[config.mk]
export PLATFORM = sky130hd
export DESIGN_NAME = thad_div
export DESIGN_NICKNAME = d
export VERILOG_FILES = /design/src/rtl/core/thad_div.sv
export SDC_FILE = /design/constraint.sdc
export NUM_CORES = 1
export LEC_CHECK = 0
export BUFFER_PORTS_ARGS = -buffer_cell sky130_fd_sc_hd__buf_2
export CORE_MARGIN = 2
export CORE_UTILIZATION = 35
export CTS_CLUSTER_DIAMETER = 60
export DETAILED_ROUTE_END_ITERATION = 12
export HOLD_SLACK_MARGIN = 0.02
export PLACE_DENSITY_LB_ADDON = 0.2
export SKIP_CTS_REPAIR_TIMING = 1
export SYNTH_ARGS = -nofsm -noshare
export SYNTH_HDL_FRONTEND = slang
export SYNTH_SLANG_ARGS = --single-unit
[constraint.sdc]
create_clock -name clk -period 3.2 [get_ports clk]
set_input_delay 0.32 -clock clk [delete_from_list [all_inputs] [get_ports clk]]
set_output_delay 0.32 -clock clk [all_outputs]
set_load 0.05 [all_outputs]
[src/rtl/core/thad_div.sv]
// ----------------------------------------------------------------------------
// thad_div
// Pipelined restoring divider, one quotient bit per stage, with side-band.
// ----------------------------------------------------------------------------
module thad_div #(
    parameter int NW = 8,
    parameter int DW = 8,
    parameter int SW = 1
) (
    input  logic          clk,
    input  logic          rst_n,
    input  logic          en,
    input  logic          in_valid,
    input  logic [NW-1:0] num,
    input  logic [DW-1:0] den,
    input  logic [SW-1:0] side,
    output logic          out_valid,
    output logic [NW-1:0] quo,
    output logic [SW-1:0] out_side
);

    logic [NW-1:0] num_reg  [NW];
    logic [NW-1:0] quo_reg  [NW];
    logic [DW-1:0] rem_reg  [NW];
    logic [DW-1:0] den_reg  [NW];
    logic [SW-1:0] side_reg [NW];
    logic          vld_reg  [NW];

    for (genvar k = 0; k < NW; k++)
    begin : g_stage
        logic [NW-1:0] n_prev;
        logic [NW-1:0] q_prev;
        logic [DW-1:0] r_prev;
        logic [DW-1:0] d_prev;
        logic [SW-1:0] s_prev;
        logic          v_prev;
        logic [DW:0]   trial;
        logic [DW:0]   diff;
        logic          ge;

        if (k == 0)
        begin : g_first
            assign n_prev = num;
            assign q_prev = '0;
            assign r_prev = '0;
            assign d_prev = den;
            assign s_prev = side;
            assign v_prev = in_valid;
        end
        else
        begin : g_next
            assign n_prev = num_reg[k-1];
            assign q_prev = quo_reg[k-1];
            assign r_prev = rem_reg[k-1];
            assign d_prev = den_reg[k-1];
            assign s_prev = side_reg[k-1];
            assign v_prev = vld_reg[k-1];
        end

        assign trial = {r_prev, n_prev[NW-1]};
        assign ge    = trial >= {1'b0, d_prev};
        assign diff  = trial - {1'b0, d_prev};

        always_ff @(posedge clk or negedge rst_n)
        begin
            if (!rst_n)
                vld_reg[k] <= 1'b0;
            else if (en)
                vld_reg[k] <= v_prev;
        end

        always_ff @(posedge clk)
        begin
            if (en)
            begin
                num_reg[k]  <= {n_prev[NW-2:0], 1'b0};
                quo_reg[k]  <= {q_prev[NW-2:0], ge};
                rem_reg[k]  <= ge ? diff[DW-1:0] : trial[DW-1:0];
                den_reg[k]  <= d_prev;
                side_reg[k] <= s_prev;
            end
        end
    end

    assign out_valid = vld_reg[NW-1];
    assign quo       = quo_reg[NW-1];
    assign out_side  = side_reg[NW-1];

endmodule

==> results.md <==
- Leakage power: 4.041 nW
- Post-synth top area cell: edfxtp_1
- Setup TNS: 0 ps
- GRT Overall Usage: 0.1154
- Initial Util: 0.3589
- PD cells: 743.6 nW/µm²
- Fmax: between 300 and 400 MHz
- Final Hold Fails: 0
- Post-synth top flop: edfxtp_1
- Site Rows: 58
- Worst-Skew Late Latency: between 400 and 500 ps
- Worst Tran Pin Value: approximately 760 ps
- Vias in the first global route: 5353
- TritonCTS Buffers: 17
- First-pass GRT wire length: approximately 25000 µm
- DR pass1 iterations: 4
- Sink Count: 192
- Max-slew violations: 0
- Most frequent cell after synthesis: edfxtp_1
- Worst EP arrival: around 2800 ps
- Seq cells post-synth: between 150 and 200
- CTS tree: built
- RD Place Congestion: 0.8082
- Worst Path Required: 3370 ps
- Mapped Avg Cell Area: between 10 and 15 µm²
- Core Box Area: between 20000 and 30000 µm²
- Synth area leaders: edfxtp_1, ha_1, mux2_2, inv_1, dfrtp_1
- DR vias/cell: 4.914
- Post-synth EDFFs: 184
- Buffers on Ports: 30
- Hold crit path type: in2reg
- Ys Warns: 0
- Flip-flop and latch area: roughly 5700 µm²
- Kind of critical path: reg2reg
- Startpoint Class: register
- Fin crit period: around 2600 ps
- Final-layout fill cell count: about 2.3k
- Clock root cell: clkbuf_16
- Post-synthesis sequential area ratio: 0.6299
- Fin util: 0.4040
- Clock transition at path regs: approximately 70 ps
- Final ANT Viol Nets: 0
- CTS H-tree depth: 4
- Syn_nets: roughly 720
- DRT iter0 DRCs: around 320
- Nets: ~760
- Post-DP HPWL: approximately 10000 µm
- Relative slew margins: 0.4912
- Area of the multi-input gates: around 3000 µm²
- Initial antenna violation count: 0
- WL/cell: between 10 and 15 µm
- Fraction of layout cells with a size suffix above 1: 0.1689
- RSZ-0062 raised after global routing: false
- CP Capture Type: register
- Io pins: 31
- Run status: finished, final reports clean
- Worst vdd ir: around 350 µV
- Clock skew: 12.13 ps
- Netlist cell types: 50
- Total power: ~7.6 mW
- MaxCap Viol Count: 0
- Syn Inst Count: between 600 and 700
- GRT overflow: 0
- Fin crit share: 0.8263
- DIE WIDTH: between 150 and 200 µm
- Max FO, Critical Path: 9
- Setup violators final: 0
- Synth cell count leaders: edfxtp_1, inv_1, ha_1, mux2_2
- Post-Syn Area: about 9100 µm²
- Longest Clk Path Bufs: 2
- Async S/R FF share, synth: 0.04167
- WL final: roughly 15000 µm
- Post-synth top area share: 0.6078
- Area Growth Syn to Fin: 12.57%
- Area of the die: 27280 µm²
- Largest net degree at the start of global routing: 94
- Diodes inserted: 0
- DRC viols: 0
- Die height: between 150 and 200 µm
- Via count: 4998
==> cell type report <==
cell class | instances | area share
flip-flops and latches | 192 | 0.5596
repair buffers | 34 | 0.01993
clock buffers | 22 | 0.04965
multi-input cells | 347 | 0.2927
clock inverters | 10 | 0.007704
well taps | 330 | 0.04035
inverters | 82 | 0.03008
==> cells in the final DEF (no fill, tap or decap), drive strengths merged, types with 5 or more instances in the layout <==
cell	n
clkbuf	23
ha	58
nor4	6
fa	6
o31a	8
a211oi	8
mux2i	13
o21a	9
nor2	22
edfxtp	184
xnor2	18
inv	91
mux2	41
nand3	11
nor2b	6
dfrtp	8
a21o	21
nor3	15
a211o	6
o21ai	16
and3	5
a311o	5
nand2	10
nand2b	9
a21oi	20
buf	32
==> worst paths after layout <==
kind / startpoint / to / slack (ps) / cells past startpoint
worst max-delay path: rem_reg[0][5] / rem_reg[0][14] / 560 / 5
worst min-delay path: num[5] / num_reg[0][5] / 70 / 1
min in group asynchronous: rst_n / g_stage[7].v_prev / 260 / 2
worst max register to register: rem_reg[0][5] / rem_reg[0][14] / 560 / 5
worst min register to register: num_reg[1][11] / num_reg[2][5] / 420 / 0
max in group asynchronous: rst_n / g_stage[1].v_prev / 2780 / 2
==> routing by layer <==
metal  routed length [µm]  track usage  vias to the layer above
li1                     -            -                     2457
met3                  347      0.02897                       26
met4                  322      0.04862                        0
met1                 6112       0.1215                     2444
met5                    0            0                        -
met2                 7994       0.2172                       71
==> power breakdown <==
part	switching, mW	internal [mW]	total, mW
Sequential	0.165	3.27	3.43
Combinational	1.10	0.965	2.07
Clock	0.952	1.16	2.11
Total	2.22	5.39	7.61
==> worst max-delay path, cell delays in order (launching register included) <==
cell       delay, ps
edfxtp_1         400
ha_1             370
a21o_1           250
a2111oi_0        520
o21a_1           450
mux2_2           390
==> per-stage QoR <==
| step | worst slack, ps | cell area [µm²] | hold WS (ps) | std cells |
|---|---|---|---|---|
| global placement | 753.5 | 9635 | 160.5 | 984 |
| global route | 446.1 | 10230 | 40.17 | 1017 |
| CTS | 626.4 | 10220 | -297.2 | 1016 |
| floorplan | 989.3 | 9090 | 24.41 | 633 |
| finish | 556.0 | 10230 | 66.21 | 1017 |
| detailed placement | 645.5 | 9635 | 171.4 | 984 |
==> logic make-up after synthesis <==
kind of cell,count (synthesis),synth area share
XOR/XNOR,20,0.01927
flip-flops,192,0.6299
buffers and inverters,94,0.04061
adder cells (fa/ha/maj),64,0.09305
AO/OA/AOI/OAI,115,0.09704
multiplexers,54,0.06511
AND/OR/NAND/NOR,94,0.05506
Note: power is estimated with default switching activity, not from simulation.
