**config.mk**
```make
export PLATFORM = sky130hd
export DESIGN_NAME = thad_lut
export DESIGN_NICKNAME = d
export VERILOG_FILES = /design/src/rtl/core/thad_pkg.sv /design/src/rtl/core/thad_lut.sv
export SDC_FILE = /design/constraint.sdc
export NUM_CORES = 1
export LEC_CHECK = 0
export ABC_AREA = 1
export ABC_CLOCK_PERIOD_IN_PS = 1000
export BUFFER_PORTS_ARGS = -buffer_cell sky130_fd_sc_hd__buf_2
export CAP_MARGIN = 0
export CORE_MARGIN = 2
export CORE_UTILIZATION = 55
export DETAILED_ROUTE_END_ITERATION = 10
export GPL_ROUTABILITY_DRIVEN = 0
export PLACE_DENSITY_LB_ADDON = 0.12
export SLEW_MARGIN = 10
export SYNTH_ARGS = -nofsm -noshare
export SYNTH_HDL_FRONTEND = slang
export SYNTH_SLANG_ARGS = --single-unit
```
**constraint.sdc**
```tcl
create_clock -name clk -period 1 [get_ports clk]
set_input_delay 0.2 -clock clk [delete_from_list [all_inputs] [get_ports clk]]
set_output_delay 0.2 -clock clk [all_outputs]
set_load 0.01 [all_outputs]
```
**src/rtl/core/thad_pkg.sv**
```systemverilog
// ----------------------------------------------------------------------------
// thad_pkg
// Shared constants, ROM and side-band types for the thermistor to PWM pipeline.
// ----------------------------------------------------------------------------
package thad_pkg;

    localparam int TABLE_ENTRIES  = 20;
    localparam int ADC_SHIFT      = 10;
    localparam int PWM_SHIFT      = 10;
    localparam int HIT_W          = $clog2(TABLE_ENTRIES);

    localparam logic [10:0] PWM_FULL_SCALE = 11'd1024;

    localparam logic [2:0] CFG_SUPPLY_MV   = 3'd0;
    localparam logic [2:0] CFG_PULLUP_OHMS = 3'd1;
    localparam logic [2:0] CFG_TEMP_LOW_F  = 3'd2;
    localparam logic [2:0] CFG_TEMP_HIGH_F = 3'd3;
    localparam logic [2:0] CFG_OUT_HIGH_MV = 3'd4;

    typedef struct packed {
        logic ch;
        logic open_div;
    } div_side_t;

    typedef struct packed {
        logic              ch;
        logic              interp;
        logic signed [9:0] degf;
    } lut_side_t;

    typedef struct packed {
        logic              ch;
        logic              below;
        logic              above;
        logic signed [9:0] degf;
    } map_side_t;

    typedef struct packed {
        logic              ch;
        logic signed [9:0] degf;
        logic [12:0]       tmv;
    } pwm_side_t;

    function automatic logic [16:0] rom_ohms(input logic [HIT_W-1:0] idx);
        logic [16:0] v;
        case (idx)
            5'd0:    v = 17'd96044;
            5'd1:    v = 17'd53674;
            5'd2:    v = 17'd26386;
            5'd3:    v = 17'd14822;
            5'd4:    v = 17'd9124;
            5'd5:    v = 17'd5244;
            5'd6:    v = 17'd3277;
            5'd7:    v = 17'd2108;
            5'd8:    v = 17'd1392;
            5'd9:    v = 17'd941;
            5'd10:   v = 17'd650;
            5'd11:   v = 17'd458;
            5'd12:   v = 17'd329;
            5'd13:   v = 17'd240;
            5'd14:   v = 17'd178;
            5'd15:   v = 17'd134;
            5'd16:   v = 17'd102;
            5'd17:   v = 17'd78;
            5'd18:   v = 17'd61;
            5'd19:   v = 17'd48;
            default: v = 17'd48;
        endcase
        return v;
    endfunction

    function automatic logic signed [9:0] rom_degf(input logic [HIT_W-1:0] idx);
        logic signed [9:0] v;
        case (idx)
            5'd0:    v = -10'sd40;
            5'd1:    v = -10'sd22;
            5'd2:    v = -10'sd4;
            5'd3:    v = 10'sd14;
            5'd4:    v = 10'sd32;
            5'd5:    v = 10'sd50;
            5'd6:    v = 10'sd68;
            5'd7:    v = 10'sd86;
            5'd8:    v = 10'sd104;
            5'd9:    v = 10'sd122;
            5'd10:   v = 10'sd140;
            5'd11:   v = 10'sd158;
            5'd12:   v = 10'sd176;
            5'd13:   v = 10'sd194;
            5'd14:   v = 10'sd212;
            5'd15:   v = 10'sd230;
            5'd16:   v = 10'sd248;
            5'd17:   v = 10'sd266;
            5'd18:   v = 10'sd284;
            5'd19:   v = 10'sd302;
            default: v = 10'sd302;
        endcase
        return v;
    endfunction

endpackage

```
**src/rtl/core/thad_lut.sv**
```systemverilog
// ----------------------------------------------------------------------------
// thad_lut
// Resistance ROM search; sets up the interpolation division.
// ----------------------------------------------------------------------------
module thad_lut (
    input  logic                clk,
    input  logic                rst_n,
    input  logic                en,
    input  logic                in_valid,
    input  logic [29:0]         res,
    input  thad_pkg::div_side_t side,
    output logic                out_valid,
    output logic [21:0]         num,
    output logic [16:0]         den,
    output thad_pkg::lut_side_t out_side
);

    logic                          found;
    logic [thad_pkg::HIT_W-1:0]    hit;
    logic [thad_pkg::HIT_W-1:0]    prev;
    logic [16:0]                   y1;
    logic [16:0]                   y2;
    logic [16:0]                   dy;
    logic                          exact;
    thad_pkg::lut_side_t           s_next;

    logic                          vld_reg;
    logic [21:0]                   num_reg;
    logic [16:0]                   den_reg;
    thad_pkg::lut_side_t           side_reg;

    always_comb
    begin
        found = 1'b0;
        hit   = '0;
        for (int i = thad_pkg::TABLE_ENTRIES - 1; i >= 0; i--)
        begin
            if ({13'd0, thad_pkg::rom_ohms(thad_pkg::HIT_W'(i))} <= res)
            begin
                found = 1'b1;
                hit   = thad_pkg::HIT_W'(i);
            end
        end
        prev  = hit - 1'b1;
        y1    = thad_pkg::rom_ohms(prev);
        y2    = thad_pkg::rom_ohms(hit);
        dy    = y1 - res[16:0];
        exact = {13'd0, y2} == res;

        s_next.ch     = side.ch;
        s_next.interp = 1'b0;
        if (side.open_div)
            s_next.degf = thad_pkg::rom_degf('0);
        else if (!found)
            s_next.degf = thad_pkg::rom_degf(thad_pkg::HIT_W'(thad_pkg::TABLE_ENTRIES - 1));
        else if (hit == '0 || exact)
            s_next.degf = thad_pkg::rom_degf(hit);
        else
        begin
            s_next.degf   = thad_pkg::rom_degf(prev);
            s_next.interp = 1'b1;
        end
    end

    always_ff @(posedge clk or negedge rst_n)
    begin
        if (!rst_n)
            vld_reg <= 1'b0;
        else if (en)
            vld_reg <= in_valid;
    end

    always_ff @(posedge clk)
    begin
        if (en)
        begin
            num_reg  <= ({5'd0, dy} << 4) + ({5'd0, dy} << 1);
            den_reg  <= y1 - y2;
            side_reg <= s_next;
        end
    end

    assign out_valid = vld_reg;
    assign num       = num_reg;
    assign den       = den_reg;
    assign out_side  = side_reg;

endmodule

```
==> results.cfg, run 1 <==
[status]
outcome = aborted with a tool error
failing_step = 4_1_cts
flow.first_error = [ERROR DPL-0033] detailed placement checks failed during check placement.

[clock_tree]
postCtsResizedCells = 207
numClockSinks = 50
h-tree-depth = 2
cts_buffers = 5
clock_tree.buffer_depth = 2
cts-hold-fix-buffers = 1
clock-root-buffer = sky130_fd_sc_hd__clkbuf_16
post_cts_repair_setup_buffers = 99

[synthesis]
syn_area_per_cell_um2 = 6.69
synth_warnings = 0
ys_top_cells_by_area = sky130_fd_sc_hd__edfxtp_1 (22%), sky130_fd_sc_hd__nand2_1 (13%), sky130_fd_sc_hd__ha_1 (9.9%)
postSynthCellCount = 1000
synth.distinct_cells = 65
synth-edff-count = 49
post_synth_instance_area_um2 = 6690
yosysSeqAreaShare_pct = 22.4
postSynthRegisterBits = 50
async_flop_share_pct = 2.00
netlist.top_cell.by_area = sky130_fd_sc_hd__edfxtp_1
netlist.area_leader.share_pct = 22.0
synth_flop_cell = sky130_fd_sc_hd__edfxtp_1

[placement]
detailed_place_hpwl_um = 21900
io_buffer_count = 85
place_worst_setup_slack_ns = -5.99

[floorplan]
number_of_placement_rows = 40
design.portCount = 88
initial_core_utilization_pct = 56.0
die_h_um = 114
fp.dieW_um = 114
## through the flow
stage          util (%)  instance area (um^2)  hold WS (ns)  instances
2_1_floorplan         -                  6950       -0.0956       1001
3_5_place_dp       85.3                 10200       -0.0245       1581
3_3_place_gp       85.3                 10200       -0.0257       1581
## synth_stat cells, types with 3 or more instances
cell type	n
sky130_fd_sc_hd__nand4_1	17
sky130_fd_sc_hd__nor3b_1	4
sky130_fd_sc_hd__o21ai_0	37
sky130_fd_sc_hd__o21ai_1	17
sky130_fd_sc_hd__o31ai_1	6
sky130_fd_sc_hd__and2_1	3
sky130_fd_sc_hd__inv_1	101
sky130_fd_sc_hd__nand4_2	3
sky130_fd_sc_hd__a21oi_1	55
sky130_fd_sc_hd__nor4_1	7
sky130_fd_sc_hd__buf_4	6
sky130_fd_sc_hd__nor3_1	19
sky130_fd_sc_hd__clkbuf_1	6
sky130_fd_sc_hd__xor2_1	41
sky130_fd_sc_hd__nand2_2	14
sky130_fd_sc_hd__inv_2	22
sky130_fd_sc_hd__edfxtp_1	49
sky130_fd_sc_hd__fa_1	3
sky130_fd_sc_hd__nand3_1	57
sky130_fd_sc_hd__nor2_1	132
sky130_fd_sc_hd__clkinv_1	5
sky130_fd_sc_hd__xnor2_1	10
sky130_fd_sc_hd__buf_6	4
sky130_fd_sc_hd__ha_1	53
sky130_fd_sc_hd__o211ai_1	12
sky130_fd_sc_hd__nand2_4	5
sky130_fd_sc_hd__o21ai_2	3
sky130_fd_sc_hd__a22oi_1	3
sky130_fd_sc_hd__a211oi_1	3
sky130_fd_sc_hd__nand2_1	233
sky130_fd_sc_hd__a221oi_1	3
sky130_fd_sc_hd__nand3b_1	4
sky130_fd_sc_hd__o21bai_1	8
sky130_fd_sc_hd__nor2_2	11
sky130_fd_sc_hd__a31oi_1	7
## logic make-up after synthesis
kind of cell,share of synthesized area [%]
xor gates and xnor gates,6.67
other,0.0560
DFF,22.4
adders and majority gates,10.8
muxes,0.168
AOI/OAI and AO/OA,16.3
buffers and inverters,9.16
and+or+nand+nor,34.5
==> run 2: changes to the inputs <==
- CORE_UTILIZATION: 55 -> 40
- PLACE_DENSITY_LB_ADDON: 0.12 -> 0.15
==> run 2 against run 1 <==
Net effect: the flow now finishes, with violations (setup timing); area after synthesis is the same; synthesized cell count is the same.
==> results.cfg, run 2 <==
[drt]
wl_final_um = 30400
drt_first_iter_violations = 890
route.vias.total = 9425
dr.pass1.iters = 6
antenna_left = 0
avgRoutedWirePerCell_um = 17.5
drc_errors = 0
route.detailed.vias_per_inst = 5.41

[layout]
final_core_utilization_pct = 75.0
fraction_of_layout_instances_using_a_drive_strength_above_1_pct = 53.5
num-nets-final = 1613
final_common_cell = sky130_fd_sc_hd__buf_4
antenna_cells_inserted = 0
layoutNonFillerInstCount = 1742
area_growth_syn_to_layout_pct = 84.6
largest_reg_flops = 21
layout_common_cells = sky130_fd_sc_hd__buf_4 (395), sky130_fd_sc_hd__nand2_1 (200), sky130_fd_sc_hd__nor2_1 (97), sky130_fd_sc_hd__inv_1 (80), sky130_fd_sc_hd__buf_2 (70)

[setup_path]
path_max_fanout = 4
worstPathArrival_ns = 6.60
critical_path_rt_ns = 1.06
worst_path_dominant_cell_family = simple AND/OR/NAND/NOR gates
worstPathBufferInverterCount = 9
worstSetupStartpointType = primary input
cell_at_the_slowest_stage_of_the_critical_path = sky130_fd_sc_hd__ha_1
timing.critical_path.to_type = flop
worstSetupPathType = primary input to flop
cp_common_cell = sky130_fd_sc_hd__nand2_1
cp_slowest_stage_delay_ns = 0.37

[synthesis]
synth_common_cells = sky130_fd_sc_hd__nand2_1 (233), sky130_fd_sc_hd__nor2_1 (132), sky130_fd_sc_hd__inv_1 (101)
netlist.top_cell.by_area = sky130_fd_sc_hd__edfxtp_1
ys_top_cells_by_area = sky130_fd_sc_hd__edfxtp_1 (22%), sky130_fd_sc_hd__nand2_1 (13%), sky130_fd_sc_hd__ha_1 (9.9%)
synth-edff-count = 49
synth_warnings = 0
postSynthRegisterBits = 50
synth.distinct_cells = 65
syn_area_per_cell_um2 = 6.69
postSynthCellCount = 1000
yosysSeqAreaShare_pct = 22.4
netlist.area_leader.share_pct = 22.0
synth_flop_cell = sky130_fd_sc_hd__edfxtp_1
post-synth-top-count-cell = sky130_fd_sc_hd__nand2_1
async_flop_share_pct = 2.00
post_synth_instance_area_um2 = 6690

[timing]
slew_viol_final = 0
finalWorstPathRequiredPeriod_ns = 6.55
max_clock_freq_mhz = 153
finalSetupViolCount = 63
final_hold_viol_count = 0
rsz0062_at_grt = true
final.setup.worst_slack_ns = -5.55
finalCritPeriodShare_pct = 655
final.setup_skew_ns = 0

[grt]
grt_busiest_layer = met2
met2_layer_usage_reported_by_global_route_pct = 51.6
initial_antenna_violation_count = 0
global_route.usage.total_pct = 30.1
gr-total-overflow = 0
global_route_met3_utilization_pct = 3.73
grt_start_max_net_pins = 21
first_global_vias = 8744
grt_first_pass_wirelength_um = 42800
global_route.usage.met1_pct = 37.1

[floorplan]
initial_core_utilization_pct = 40.6
die_h_um = 133
design.portCount = 88
number_of_placement_rows = 47
die_area_um2 = 17800
placeableCoreArea_um2 = 16500
fp.dieW_um = 133

[min_path]
hold_class = primary input to flop

[placement]
detailed_place_hpwl_um = 20500
io_buffer_count = 85
place_inst = 1646

[power_and_ir_drop]
power.ir.vdd_worst_uv = 763
power.leakage_nw = 5.96
p_per_area_nw_per_um2 = 632

[clock_tree]
clock-root-buffer = sky130_fd_sc_hd__clkbuf_16
worst_skew_pair.late_latency_ns = 0.29
h-tree-depth = 2
cts_buffers = 5
worst_path_clk_slew_ns = 0.07
numClockSinks = 50
clock_tree.buffer_depth = 2
cts_tree = yes

[job]
cap_violations = 0

[status]
failed_checks = setup timing
outcome = finished, violations left
run 2: path summary, 6_finish.rpt:
path / from / cells past startpoint / to / slack [ns]
min: side[1] / 1 / out_side[11] / 0.08
min in group asynchronous: rst_n / 2 / out_valid / 0.22
max in group asynchronous: rst_n / 2 / out_valid / 0.70
max: res[24] / 53 / num[19] / -5.55
min reg2reg: out_valid / 1 / out_valid / 0.50
max reg2reg: out_valid / 1 / out_valid / 0.27
run 2: cell type report:
type                       count  area (um^2)
clock buffer                   6          129
multi-input combinational    803         5790
timing repair buffer         532         4120
inverter                     129          505
sequential                    50         1500
clock inverter                 2         37.5
fill                        1141         4110
tap                          220          275
run 2: cell families after synthesis:
family	synth area share, %
AOI/OAI and AO/OA	16.3
DFF	22.4
other	0.0560
buffers and inverters	9.16
and+or+nand+nor	34.5
adders and majority gates	10.8
xor gates and xnor gates	6.67
muxes	0.168
run 2: power by group:
group | leakage (nW) | switching [mW] | internal (mW)
combinational | 5.39 | 1.56 | 1.67
clock | 0.0771 | 0.772 | 1.18
sequential | 0.489 | 0.0471 | 2.58
run 2: repair_timing:
| action | in CTS | in global routing |
|---|---|---|
| hold buffers | 1 | 0 |
| pin swaps | 72 | 102 |
| endpoints found under the hold margin | 1 | 0 |
| buffers inserted | 74 | 31 |
| endpoints found under the setup margin | 62 | 92 |
| gates resized for setup | 122 | 194 |
run 2: per-layer routing:
layer	share of wire [%]	routed length (um)	vias to the layer above
li1	-	-	4399
met1	36	11100	4240
met2	48	14500	611
met3	9.0	2750	175
met4	7.0	2120	0
met5	0	0	-
run 2: metrics by stage:
step / cell area [um^2] / TNS [ns] / power [mW] / hold slack, ns / setup WS, ns
final: 12400 / -196.73 / 7.81 / 0.0831 / -5.55
after global routing: 12400 / -211.79 / 8.13 / 0.0795 / -5.89
after CTS: 11400 / -183.21 / 7.37 / 0.0780 / -5.07
after detailed placement: 10200 / -210.96 / 5.03 / -0.0218 / -5.87
after global placement: 10200 / -210.94 / 5.01 / -0.0252 / -5.81
after floorplan: 6950 / -174.15 / 3.78 / -0.0956 / -5.23
Note: power is estimated with default switching activity, not from simulation.
==> run 3: changes to the inputs <==
- CAP_MARGIN: 0 -> 10
- CORE_MARGIN: 2 -> default
==> run 3 against run 2 <==
Net effect: die area fell by 3.0%; maximum frequency fell by 2.2%; via count rose by 4.2%; critical path type unchanged; register-to-register slack barely moved; the run still ends with setup timing left.
==> results.cfg, run 3 (synthesized netlist as in run 2, its figures left out) <==
[power_and_ir_drop]
p_per_area_nw_per_um2 = 635
power.ir.vdd_worst_uv = 667
total_power_mw = 7.86
power.leakage_nw = 5.97

[setup_path]
path_max_fanout = 7
timing.critical_path.to_type = flop
worst_path_dominant_cell_family = compound AO/OA/AOI/OAI gates
cell_at_the_slowest_stage_of_the_critical_path = sky130_fd_sc_hd__ha_4
worstSetupStartpointType = primary input
reg2regPathDepth = 1
cp_common_cell = sky130_fd_sc_hd__nand2_1
cp_slowest_stage_delay_ns = 0.36
wp_depth = 54
critical_path_rt_ns = 1.06
worstPathArrival_ns = 6.75
worstSetupPathType = primary input to flop
worstPathBufferInverterCount = 8

[clock_tree]
cts_buffers = 5
h-tree-depth = 2
worst_skew_pair.late_latency_ns = 0.28
clock_tree.buffer_depth = 2
clock-root-buffer = sky130_fd_sc_hd__clkbuf_16
cts_tree = yes
worst_path_clk_slew_ns = 0.07
numClockSinks = 50

[job]
cap_violations = 0

[layout]
fraction_of_layout_instances_using_a_drive_strength_above_1_pct = 53.7
area_growth_syn_to_layout_pct = 85.0
final_core_utilization_pct = 76.8
largest_reg_flops = 21
fin_area_um2 = 12400
antenna_cells_inserted = 0
layoutNonFillerInstCount = 1752
final_common_cell = sky130_fd_sc_hd__buf_4
num-nets-final = 1627
layout_common_cells = sky130_fd_sc_hd__buf_4 (416), sky130_fd_sc_hd__nand2_1 (204), sky130_fd_sc_hd__nor2_1 (94), sky130_fd_sc_hd__inv_1 (79), sky130_fd_sc_hd__buf_2 (71)
layout.filler_cells = 1077

[timing]
max_slew.worst_pin.slew_ns = 0.550
final_hold_viol_count = 0
slew_viol_final = 0
final.setup_skew_ns = 0
rsz0062_at_grt = true
final.setup.worst_slack_ns = -5.70
slew_headroom_pct = 63.3
max_clock_freq_mhz = 149
finalWorstPathRequiredPeriod_ns = 6.70
finalCritPeriodShare_pct = 670
finalSetupViolCount = 60

[drt]
route.detailed.vias_per_inst = 5.60
avgRoutedWirePerCell_um = 18.7
dr.pass1.iters = 6
antenna_left = 0
route.vias.total = 9819
drc_errors = 0
wl_final_um = 32800
drt_first_iter_violations = 1049

[placement]
place_inst = 1651
dpl-instance-area_um2 = 10300
io_buffer_count = 85
detailed_place_hpwl_um = 21100
place_worst_setup_slack_ns = -5.88

[floorplan]
fp.dieW_um = 131
number_of_placement_rows = 46
initial_core_utilization_pct = 41.5
die_area_um2 = 17300
design.portCount = 88
placeableCoreArea_um2 = 16100
die_h_um = 131

[grt]
initial_antenna_violation_count = 0
grt_start_max_net_pins = 17
global_route.usage.total_pct = 33.5
gr-total-overflow = 0
first_global_vias = 9372
grt_first_pass_wirelength_um = 46500

[status]
failed_checks = setup timing
outcome = finished, violations left

[min_path]
hold_class = primary input to flop
worst_hold_path.num_cells = 1
==> run 3: worst paths after layout <==
check / end / start / slack [ns]
worst max-delay path: num[21] / res[10] / -5.70
worst min-delay path: out_side[11] / side[1] / 0.09
worst max register to register: out_valid / out_valid / 0.26
worst min register to register: out_valid / out_valid / 0.51
max in group asynchronous: out_valid / rst_n / 0.70
min in group asynchronous: out_valid / rst_n / 0.21
==> run 3: final cells by class <==
class                           instances  area [um^2]  share of cell area [%]
Clock buffer                            6          129                    1.04
Clock inverter                          2         37.5                   0.303
Inverter                              129          515                    4.16
Multi-Input combinational cell        804         5750                    46.5
Sequential cell                        50         1500                    12.1
Tap cell                              216          270                    2.18
Timing Repair Buffer                  545         4180                    33.8
==> run 3: report_power, final <==
part	total [mW]	internal, mW	switching, mW
Sequential	2.64	2.58	0.0547
Combinational	3.28	1.64	1.63
Clock	1.95	1.18	0.763
==> run 3: metrics by stage <==
stage	hold slack [ns]	setup TNS, ns
floorplan	-0.0956	-174.15
global placement	-0.0255	-207.89
detailed placement	-0.0241	-209.37
CTS	0.0867	-200.49
global route	0.0849	-212.58
finish	0.0892	-198.43
==> run 3: metal layers <==
| metal | vias up | track usage, % | routed length (um) |
|---|---|---|---|
| met4 | 0 | 17.7 | 2570 |
| met5 | - | 0 | 0 |
| met1 | 4450 | 39.8 | 11700 |
| met3 | 248 | 3.94 | 2870 |
| met2 | 681 | 58.9 | 15700 |
| li1 | 4440 | - | - |
==> run 3: timing repair <==
item                                   in CTS  in global routing
hold buffers                                1                  0
pin swaps                                 127                133
endpoints found under the hold margin       1                  0
setup endpoints to repair                  67                 96
gates resized for setup                   156                147
setup buffers                              93                 32
cloned                                      1                  0
==> run 4: changes to the inputs <==
- SKIP_LAST_GASP: default -> 1
==> run 4 against run 3 <==
Net effect: maximum frequency increased by 1.1%; largest cell class unchanged; clock power is essentially flat; utilization down 0.47 points; highest routed layer unchanged; die area is the same; largest power group unchanged; first-iteration DRC count fell by 0.38%; final cell count fell by 0.46%; the run still ends with setup timing left; register-to-register slack barely moved; sequential power about the same; combinational power down 5%; global-route usage fell by 0.18 points; setup slack improved by 0.072 ns; wire length fell by 1.1%.
==> results.cfg, run 4 (synthesized netlist as in run 2, its figures left out) <==
[status]
outcome = finished, violations left
failed_checks = setup timing

[layout]
fin_area_um2 = 12300
area_growth_syn_to_layout_pct = 83.9
layoutNonFillerInstCount = 1744
final_core_utilization_pct = 76.4
layout_common_cells = sky130_fd_sc_hd__buf_4 (410), sky130_fd_sc_hd__nand2_1 (206), sky130_fd_sc_hd__nor2_1 (96), sky130_fd_sc_hd__inv_1 (81), sky130_fd_sc_hd__buf_2 (68)
fraction_of_layout_instances_using_a_drive_strength_above_1_pct = 53.0
num-nets-final = 1619
final_common_cell = sky130_fd_sc_hd__buf_4
layout.filler_cells = 1095
largest_reg_flops = 21
antenna_cells_inserted = 0

[drt]
drc_errors = 0
dr.pass1.iters = 6
wl_final_um = 32400
drt_first_iter_violations = 1045
route.vias.total = 9786
avgRoutedWirePerCell_um = 18.6
route.detailed.vias_per_inst = 5.61
antenna_left = 0

[power_and_ir_drop]
power.leakage_nw = 5.93
total_power_mw = 7.72
power.ir.vdd_worst_uv = 644
p_per_area_nw_per_um2 = 627

[setup_path]
worstSetupPathType = primary input to flop
worstSetupStartpointType = primary input
cp_common_cell = sky130_fd_sc_hd__nand2_1
timing.critical_path.to_type = flop
worstPathArrival_ns = 6.68
cp_slowest_stage_delay_ns = 0.32
path_max_fanout = 7
critical_path_rt_ns = 1.06
cell_at_the_slowest_stage_of_the_critical_path = sky130_fd_sc_hd__ha_1

[floorplan]
fp.dieW_um = 131
number_of_placement_rows = 46
initial_core_utilization_pct = 41.5
die_area_um2 = 17300
placeableCoreArea_um2 = 16100
die_h_um = 131
design.portCount = 88

[placement]
detailed_place_hpwl_um = 21100
place_inst = 1651
io_buffer_count = 85
dpl-instance-area_um2 = 10300

[grt]
first_global_vias = 9336
gr-total-overflow = 0
initial_antenna_violation_count = 0
grt_first_pass_wirelength_um = 46300
global_route.usage.total_pct = 33.3
grt_start_max_net_pins = 17

[timing]
finalWorstPathRequiredPeriod_ns = 6.62
final.setup.worst_slack_ns = -5.62
final_hold_viol_count = 0
final.setup_skew_ns = 0
finalSetupViolCount = 63
finalCritPeriodShare_pct = 662
rsz0062_at_grt = true
max_clock_freq_mhz = 151
slew_viol_final = 0
totalNegativeSetupSlack_ns = -199.94

[clock_tree]
clock-root-buffer = sky130_fd_sc_hd__clkbuf_16
worst_path_clk_slew_ns = 0.07
cts_buffers = 5
h-tree-depth = 2
numClockSinks = 50
worst_skew_pair.late_latency_ns = 0.29
clock_tree.buffer_depth = 2
cts_tree = yes

[min_path]
hold_class = primary input to flop

[job]
cap_violations = 0
run 4: what timing repair did:
action                     CTS  global route
hold endpoints to repair     1             0
hold buffers                 1             0
buffers inserted            93            26
pin swaps                  126           127
gates resized for setup    143           151
gates cloned                 1             0
setup endpoints to repair   67            97
run 4: worst max-delay path, delay by kind of cell:
family | cells | cell delay, ns
simple gates | 35 | 2.84
compound gates | 13 | 1.70
buf+inv | 10 | 0.88
fa+ha+maj | 3 | 0.85
xor+xnor | 1 | 0.19
run 4: routing by layer:
layer	routed length (um)	GRT usage, %
met1	11500	39.5
met2	15600	58.1
met3	3040	4.17
met4	2340	18.5
met5	0	0
run 4: stage by stage:
step                setup WS (ns)  hold slack (ns)
floorplan                   -5.23          -0.0956
global placement            -5.76          -0.0255
detailed placement          -5.88          -0.0241
CTS                         -5.08           0.0867
global route                -6.05           0.0843
finish                      -5.62           0.0872
run 4: path summary, 6_finish.rpt:
check,to,depth (start not counted),start,slack [ns]
worst max-delay path,num[19],62,res[6],-5.62
worst min-delay path,out_side[11],1,side[1],0.09
worst max register to register,out_valid,1,out_valid,0.26
worst min register to register,out_valid,1,out_valid,0.51
max in group asynchronous,out_valid,2,rst_n,0.71
min in group asynchronous,out_valid,2,rst_n,0.21
run 4: final cells by class:
type | instances | area [um^2] | area share, %
sequential | 50 | 1500 | 12.2
inverter | 129 | 510 | 4.15
clock inverter | 2 | 37.5 | 0.305
multi-input combinational | 804 | 5740 | 46.6
timing repair buffer | 537 | 4120 | 33.5
clock buffer | 6 | 129 | 1.05
tap | 216 | 270 | 2.20
run 4: report_power, final:
part           switching [mW]  leakage, nW  internal (mW)
logic                    1.55         5.36           1.58
clock network           0.773       0.0771           1.18
registers              0.0540        0.489           2.58
total                    2.38         5.93           5.34
